## config.mk

```make
export PLATFORM = sky130hd
export DESIGN_NAME = register_run_allocator
export DESIGN_NICKNAME = d
export VERILOG_FILES = /design/src/rtl/core/rra_pkg.sv /design/src/rtl/core/register_run_allocator.sv /design/src/rtl/core/rra_cell.sv
export SDC_FILE = /design/constraint.sdc
export NUM_CORES = 2
export LEC_CHECK = 0
export ABC_AREA = 1
export BUFFER_PORTS_ARGS = -buffer_cell sky130_fd_sc_hd__buf_2
export CAP_MARGIN = 5
export CORE_MARGIN = 2
export CORE_UTILIZATION = 50
export DETAILED_ROUTE_END_ITERATION = 12
export PLACE_DENSITY = 0.68
export SLEW_MARGIN = 30
export SYNTH_ARGS = -nofsm -noshare
export SYNTH_HDL_FRONTEND = slang
export SYNTH_SLANG_ARGS = --single-unit
```

## constraint.sdc

```tcl
create_clock -name clk -period 6.68 [get_ports clk]
set_input_delay 1.002 -clock clk [delete_from_list [all_inputs] [get_ports clk]]
set_output_delay 1.002 -clock clk [all_outputs]
set_load 0.03 [all_outputs]
```

## src/rtl/core/rra_pkg.sv

```systemverilog
// Shared types and constants for the register run allocator.
// No dependencies; imported by rra_cell and register_run_allocator.
`default_nettype none

package rra_pkg;

    localparam int NUM_REGS   = 256;
    localparam int MAX_WIDTH  = 4;
    localparam int CELL_BITS  = 32;
    localparam int NUM_CELLS  = NUM_REGS / CELL_BITS;
    localparam int IDX_W      = $clog2(NUM_REGS);
    localparam int SIZE_W     = IDX_W + 1;
    localparam int WID_W      = 3;
    localparam int CELL_AW    = $clog2(CELL_BITS);
    localparam int CELL_IDX_W = $clog2(NUM_CELLS);
    localparam int CARRY_W    = MAX_WIDTH - 1;

    localparam logic [1:0] OP_ALLOC    = 2'd0;
    localparam logic [1:0] OP_ALLOC_AT = 2'd1;
    localparam logic [1:0] OP_FREE     = 2'd2;
    localparam logic [1:0] OP_QUERY    = 2'd3;

    typedef enum logic [1:0] {
        S_IDLE,
        S_SCAN,
        S_EXEC
    } rra_state_t;

    // range command broadcast to every cell
    typedef struct packed {
        logic               en;
        logic               set;
        logic [IDX_W-1:0]   pos;
        logic [WID_W-1:0]   width;
    } rra_cmd_t;

endpackage

`default_nettype wire

```

## src/rtl/core/register_run_allocator.sv

```systemverilog
// Top level of the register run allocator: control FSM and the row of map cells.
// Depends on rra_pkg and rra_cell.
`default_nettype none

// Keeps one free bit per register in a row of NUM_CELLS cells of CELL_BITS bits
// and a high-water file size. Free, allocate-at and query go from idle to the
// execute state; the result is registered when that state completes, and the
// next request is taken once the block is back in idle. A first-fit allocate
// first runs a search in which the token visits k cells (1 to NUM_CELLS, 8 here),
// one per cycle, the cell holding the fit included; a search with no fit visits
// all of them. A finished result held off on the output delays the next result.
// One transaction is in work at a time; a finished result waits in the output
// register while the next is accepted.

module register_run_allocator
    import rra_pkg::*;
(
    input  wire logic              clk,
    input  wire logic              rst_n,
    input  wire logic              req_valid,
    output logic                   req_stall,
    input  wire logic [1:0]        operation,
    input  wire logic [IDX_W-1:0]  reg_position,
    input  wire logic [WID_W-1:0]  run_width,
    output logic                   rsp_valid,
    input  wire logic              rsp_stall,
    output logic [IDX_W-1:0]       reg_index,
    output logic                   status,
    output logic                   range_free,
    output logic [SIZE_W-1:0]      used_size
);

    rra_state_t         state_reg, state_next;
    logic [1:0]         op_reg, op_next;
    logic [IDX_W-1:0]   pos_reg, pos_next;
    logic [WID_W-1:0]   width_reg, width_next;
    logic               miss_reg, miss_next;
    logic [SIZE_W-1:0]  size_reg, size_next;
    logic               rsp_valid_reg, rsp_valid_next;
    logic [IDX_W-1:0]   index_reg, index_next;
    logic               status_reg, status_next;
    logic               rfree_reg, rfree_next;

    logic [NUM_CELLS:0]     tok;
    logic [CARRY_W-1:0]     carry [NUM_CELLS+1];
    logic [NUM_CELLS-1:0]   hits;
    logic [NUM_CELLS-1:0]   rng;
    logic [IDX_W-1:0]       starts [NUM_CELLS];
    logic [IDX_W-1:0]       hit_pos;
    rra_cmd_t               cmd;

    logic               accept;
    logic               width_ok;
    logic               go;
    logic               refused;
    logic [SIZE_W-1:0]  end9;

    assign accept   = req_valid & ~req_stall;
    assign width_ok = (run_width != '0) && (run_width <= WID_W'(MAX_WIDTH));
    assign go       = (state_reg == S_EXEC) && (!rsp_valid_reg || !rsp_stall);
    assign end9     = {1'b0, pos_reg} + SIZE_W'(width_reg);
    assign refused  = (op_reg == OP_ALLOC) ? miss_reg :
                      ((width_reg == '0) || (width_reg > WID_W'(MAX_WIDTH)) ||
                       (end9 > SIZE_W'(NUM_REGS)));

    assign tok[0]   = accept && (operation == OP_ALLOC) && width_ok;
    assign carry[0] = '0;

    always_comb
    begin
        hit_pos = '0;
        for (int k = 0; k < NUM_CELLS; k++)
        begin
            hit_pos = hit_pos | starts[k];
        end
    end

    always_comb
    begin
        cmd.en    = go && !refused && (op_reg != OP_QUERY);
        cmd.set   = (op_reg == OP_FREE);
        cmd.pos   = pos_reg;
        cmd.width = width_reg;
    end

    for (genvar k = 0; k < NUM_CELLS; k++)
    begin : g_cell
        rra_cell u_cell (
            .clk       (clk),
            .rst_n     (rst_n),
            .cell_idx  (CELL_IDX_W'(k)),
            .tok_in    (tok[k]),
            .tok_out   (tok[k+1]),
            .carry_in  (carry[k]),
            .carry_out (carry[k+1]),
            .cmd       (cmd),
            .hit       (hits[k]),
            .hit_start (starts[k]),
            .rng_free  (rng[k])
        );
    end

    always_comb
    begin
        state_next     = state_reg;
        op_next        = op_reg;
        pos_next       = pos_reg;
        width_next     = width_reg;
        miss_next      = miss_reg;
        size_next      = size_reg;
        rsp_valid_next = rsp_valid_reg & rsp_stall;
        index_next     = index_reg;
        status_next    = status_reg;
        rfree_next     = rfree_reg;

        case (state_reg)
            S_IDLE:
            begin
                if (accept)
                begin
                    op_next    = operation;
                    pos_next   = reg_position;
                    width_next = run_width;
                    miss_next  = ~width_ok;
                    if ((operation == OP_ALLOC) && width_ok)
                    begin
                        state_next = S_SCAN;
                    end
                    else
                    begin
                        state_next = S_EXEC;
                    end
                end
            end
            S_SCAN:
            begin
                if (|hits)
                begin
                    pos_next   = hit_pos;
                    state_next = S_EXEC;
                end
                else if (tok[NUM_CELLS])
                begin
                    miss_next  = 1'b1;
                    state_next = S_EXEC;
                end
            end
            S_EXEC:
            begin
                if (go)
                begin
                    rsp_valid_next = 1'b1;
                    status_next    = refused;
                    rfree_next     = (op_reg == OP_QUERY) && !refused && (&rng);
                    index_next     = ((op_reg == OP_ALLOC) && refused) ? '0 : pos_reg;
                    if (!refused && ((op_reg == OP_ALLOC) || (op_reg == OP_ALLOC_AT)) &&
                        (end9 > size_reg))
                    begin
                        size_next = end9;
                    end
                    state_next = S_IDLE;
                end
            end
            default:
            begin
                state_next = S_IDLE;
            end
        endcase
    end

    always_ff @(posedge clk or negedge rst_n)
    begin
        if (!rst_n)
        begin
            state_reg     <= S_IDLE;
            size_reg      <= '0;
            rsp_valid_reg <= 1'b0;
        end
        else
        begin
            state_reg     <= state_next;
            size_reg      <= size_next;
            rsp_valid_reg <= rsp_valid_next;
        end
    end

    always_ff @(posedge clk)
    begin
        op_reg    <= op_next;
        pos_reg   <= pos_next;
        width_reg <= width_next;
        miss_reg  <= miss_next;
        index_reg <= index_next;
        status_reg <= status_next;
        rfree_reg <= rfree_next;
    end

    assign req_stall  = (state_reg != S_IDLE);
    assign rsp_valid  = rsp_valid_reg;
    assign reg_index  = index_reg;
    assign status     = status_reg;
    assign range_free = rfree_reg;
    assign used_size  = size_reg;

    // at most one search token in the row
    assert property (@(posedge clk) disable iff (!rst_n) $onehot0(tok[NUM_CELLS-1:0]))
        else $error("more than one search token");

    // a fit is only reported during a search
    assert property (@(posedge clk) disable iff (!rst_n) (|hits) |-> (state_reg == S_SCAN))
        else $error("cell hit outside scan");

    // an accepted transaction always leaves idle
    assert property (@(posedge clk) disable iff (!rst_n) accept |=> (state_reg != S_IDLE))
        else $error("accepted transaction dropped");

    // file size never passes the store
    assert property (@(posedge clk) disable iff (!rst_n) size_reg <= SIZE_W'(NUM_REGS))
        else $error("file size beyond store");

endmodule

`default_nettype wire

```

## src/rtl/core/rra_cell.sv

```systemverilog
// One slice of the free map: CELL_BITS bits, first-fit search with a passing token.
// Depends on rra_pkg.
`default_nettype none

module rra_cell
    import rra_pkg::*;
(
    input  wire logic                  clk,
    input  wire logic                  rst_n,
    input  wire logic [CELL_IDX_W-1:0] cell_idx,
    input  wire logic                  tok_in,
    output logic                       tok_out,
    input  wire logic [CARRY_W-1:0]    carry_in,
    output logic [CARRY_W-1:0]         carry_out,
    input  wire rra_cmd_t              cmd,
    output logic                       hit,
    output logic [IDX_W-1:0]           hit_start,
    output logic                       rng_free
);

    logic [CELL_BITS-1:0]         map_reg, map_next;
    logic                         tok_reg;
    logic [CELL_BITS+CARRY_W-1:0] ext;
    logic [MAX_WIDTH-1:0]         wmask;
    logic [CELL_BITS-1:0]         fit;
    logic [CELL_BITS-1:0]         rmask;
    logic                         found;
    logic [CELL_AW-1:0]           first;
    logic [IDX_W:0]               start9;
    logic [IDX_W:0]               end9;
    logic [IDX_W:0]               g9;

    assign ext       = {map_reg, carry_in};
    assign carry_out = map_reg[CELL_BITS-1 -: CARRY_W];

    always_comb
    begin
        for (int b = 0; b < MAX_WIDTH; b++)
        begin
            wmask[b] = (WID_W'(MAX_WIDTH - b) <= cmd.width);
        end
        for (int j = 0; j < CELL_BITS; j++)
        begin
            fit[j] = &(ext[j +: MAX_WIDTH] | ~wmask);
        end
    end

    always_comb
    begin
        found = 1'b0;
        first = '0;
        for (int j = 0; j < CELL_BITS; j++)
        begin
            if (!found && fit[j])
            begin
                found = 1'b1;
                first = CELL_AW'(j);
            end
        end
    end

    assign start9    = {1'b0, cell_idx, first} + (IDX_W+1)'(1) - (IDX_W+1)'(cmd.width);
    assign hit       = tok_reg & found;
    assign hit_start = hit ? start9[IDX_W-1:0] : '0;
    assign tok_out   = tok_reg & ~found;

    assign end9 = {1'b0, cmd.pos} + (IDX_W+1)'(cmd.width);

    always_comb
    begin
        g9 = '0;
        for (int i = 0; i < CELL_BITS; i++)
        begin
            g9       = {1'b0, cell_idx, CELL_AW'(i)};
            rmask[i] = (g9 >= {1'b0, cmd.pos}) && (g9 < end9);
        end
    end

    assign rng_free = &(map_reg | ~rmask);

    always_comb
    begin
        map_next = map_reg;
        if (cmd.en)
        begin
            if (cmd.set)
            begin
                map_next = map_reg | rmask;
            end
            else
            begin
                map_next = map_reg & ~rmask;
            end
        end
    end

    always_ff @(posedge clk or negedge rst_n)
    begin
        if (!rst_n)
        begin
            map_reg <= '1;
            tok_reg <= 1'b0;
        end
        else
        begin
            map_reg <= map_next;
            tok_reg <= tok_in;
        end
    end

endmodule

`default_nettype wire
```

==> metrics.md <==
| Metric | Value |
|---|---|
| Status | finished clean |
| Initial antenna violation count | 7 |
| Routed WL per cell | 25.6 um |
| Syn Area/Cell | 6.55 um^2 |
| Skew-Pair Late Insertion Delay | 0.58 ns |
| Post-synth cell types | 74 |
| Area contributors post-synth | dfstp_2 22%, nand2_1 8.8%, nor2_1 7.8%, o21ai_0 7.6%, inv_1 7.3% |
| Cell taking the most area after synthesis | dfstp_2 |
| CORE AREA | 0.0592 mm^2 |
| CTS tree | done |
| Nets | 4856 |
| Gr usage total | 43.2% |
| RSZ-0062 raised after global routing | true |
| Final wirelength | 142000 um |
| Clock buffer depth | 3 |
| Hold Path Class | input port to asynchronous set/reset pin |
| PD cells | 619 mW/mm^2 |
| Num rows | 89 |
| Clock Tree Root | clkbuf_16 |
| Fmax | 158 MHz |
| Tmin final | 6.33 ns |
| Max_cap viols | 0 |
| Final setup vio count | 0 |
| Clock-pin slew on the worst setup and hold paths | 0.07 ns |
| Worst EP required | 7.01 ns |
| Post-DP Area | 0.0326 mm^2 |
| Pin count of the biggest net entering global routing | 156 |
| Drt drc | 0 |
| Startpoint types | register |
| Power Total | 21400 uW |
| Final worst clock skew | 0.0171 ns |
| Cts bufs inserted | 40 |
| Post-CTS Hold Buffers | 0 |
| Worst vdd ir | 0.347 mV |
| Crit path largest cell delay | 0.57 ns |
| Full die area | 0.0622 mm^2 |
| Layout cells sized above 1 | 17.5% |
| Critical-path maximum fanout | 30 |
| Worst slew pin tran | 1.06 ns |
| Fin crit share | 94.8% |
| Die width | 249 um |
| Slowest CP cell | edfxtp_1 |
| DRT Pass-1 Iters | 7 |
| Cell Area, Synth | 0.0301 mm^2 |
| Clock sink total | 300 |
| Mapped Cells | 4596 |
| Via count | 36.5k |
| Placed cell count | 5453 |
| Starting Density | 50.9% |
| Max Slew Vio Count | 0 |
| Number of placed I/O pins | 38 |
| Fin. Hold Viols | 0 |
| WP buf/inv | 4 |
| Leakage power | 0.0156 uW |
| Ys flop type | dfstp_2 |
| Post-route cell area | 0.0345 mm^2 |
| Number of synthesized register bits | 300 |
| Register area share after synthesis | 26.4% |
| Hpwl dp | 104000 um |
| Port bufs | 37 |
| Final ANT Viol Nets | 0 |
| Avg Vias per Cell | 6.55 |
| CTS H-tree lvls | 2 |
| Ys async rst share | 92.0% |
| Max_slew headroom | 28.7% |
| Area grow syn2layout | 14.5% |
| Starting DRT DRC Count | 4895 |
| Hold Slack | 0.463 ns |
| Synth top area share | 22.3% |
| Critical path endpoint category | register |
| RePlAce Congestion | 1.09 |
| Syn_nets | 4692 |
| Number of synthesized flops with an enable pin | 24 |
| Crit-path leading delay family | simple AND/OR/NAND/NOR gates |
| FF-to-FF setup slack | 0.35 ns |
| Overflow after GRT | 0 |
| First-pass GRT wire length | 206000 um |
| Non-filler cells, final | 5568 |
| CP arrival | 6.66 ns |
| Fin Setup TNS | 0 ns |
| Crit Path Category | register to register |
| Vias in the first global route | 32.4k |
| Cell mode on critical path | nor2_2 |
| Die H | 249 um |
| Warnings from Yosys | 0 |
[Yosys cell counts (all sizes together) (4+ instances only)]
library cell	n
dfstp	256
nor4	27
ha	70
fa	9
o21ai	474
nand4	105
a221oi	28
o21a	7
buf	86
or4	5
nand2	719
inv	595
a2111oi	8
o211ai	83
nand3	144
o22ai	61
a211oi	55
clkinv	11
nor3	75
a31oi	90
o31ai	12
a21oi	404
and3	6
o32ai	4
a22oi	41
o41ai	11
or2	7
o2111ai	27
edfxtp	24
and2	4
nand3b	24
clkbuf	156
a311oi	6
dfrtp	20
nor2	683
xor2	5
o221ai	220
nor3b	7
[kinds of logic (layout without fill, tap and decap cells)]
group,Yosys count,after routing,synth area share (%)
AOI/OAI and AO/OA,1552,1552,32.2
xor gates and xnor gates,8,8,0.233
adders and majority gates,79,79,3.51
buffers and inverters,848,1035,11.1
DFF,300,300,26.4
muxes,1,1,0.0332
other,0,5,0
and+or+nand+nor,1808,1815,26.6
[through the flow]
step,setup slack (ns),utilization (%)
detailed placement,0.305,55.0
finish,0.348,58.2
floorplan,1.29,-
global route,-0.100,58.2
global placement,0.542,55.0
CTS,0.271,57.3
[final cells by class]
cell class                      instances  area [um^2]
Fill cell                            5834        24700
Multi-Input combinational cell       3455        19100
Sequential cell                       300         7950
Timing Repair Buffer                  357         2850
Inverter                              606         2300
Clock buffer                           47         1090
Tap cell                              773          967
Clock inverter                         25          262
Antenna cell                            5         12.5
[where the power goes]
part / internal (uW) / leakage [uW] / switching (uW)
combinational: 4920 / 0.0118 / 9620
clock: 1330 / 0.000655 / 957
sequential: 3250 / 0.00314 / 1280
[what timing repair did]
action                     4_1_cts  5_1_grt
buffers inserted                 0       30
gates resized for setup          0       31
setup endpoints to repair        0        6
[metal layers]
layer	track usage (%)	routed length (um)	vias to the layer above	share of wire, %
met1	57.1	56400	16900	40
met5	0	37	-	0.026
met2	64.6	59500	2331	42
met4	24.2	9760	6	6.9
li1	-	-	16600	-
met3	10.5	16700	559	12
[cells in the final DEF, fill, tap and decap left out, types with 41 or more instances in the layout]
cell type	n
o221ai_1	220
inv_1	582
nor3_1	70
nand3_1	130
nor2_2	53
o22ai_1	61
a211oi_1	55
a22oi_1	41
dfstp_2	256
nand4_1	85
a31oi_1	90
clkbuf_16	42
nand2_1	706
o211ai_1	82
buf_4	299
o21ai_0	455
nor2_1	621
ha_1	69
a21oi_1	401
[final timing paths]
| kind | from | end | cells after the start |
|---|---|---|---|
| min in group clk | register | register | 2 |
| hold reg to reg | register | register | 2 |
| setup / recovery | width_reg[0]$_DFFE_PP_ | pos_reg[5]$_DFFE_PP_ | 37 |
| setup reg to reg | width_reg[0]$_DFFE_PP_ | pos_reg[5]$_DFFE_PP_ | 37 |
| hold / removal | rst_n | g_cell[4].u_cell.tok_reg$_DFF_PN0_ | 1 |
| max in group asynchronous | rst_n | asynchronous set/reset pin | 3 |
[worst register-to-register path, delay by kind of cell (launching register included)]
family | cells | cell delay [ns]
AND/OR/NAND/NOR | 25 | 3.24
adder cells (fa/ha/maj) | 3 | 0.93
AO/OA/AOI/OAI | 5 | 0.69
buffers and inverters | 4 | 0.62
flip-flops | 1 | 0.57
Note: power is estimated with default switching activity, not from simulation.
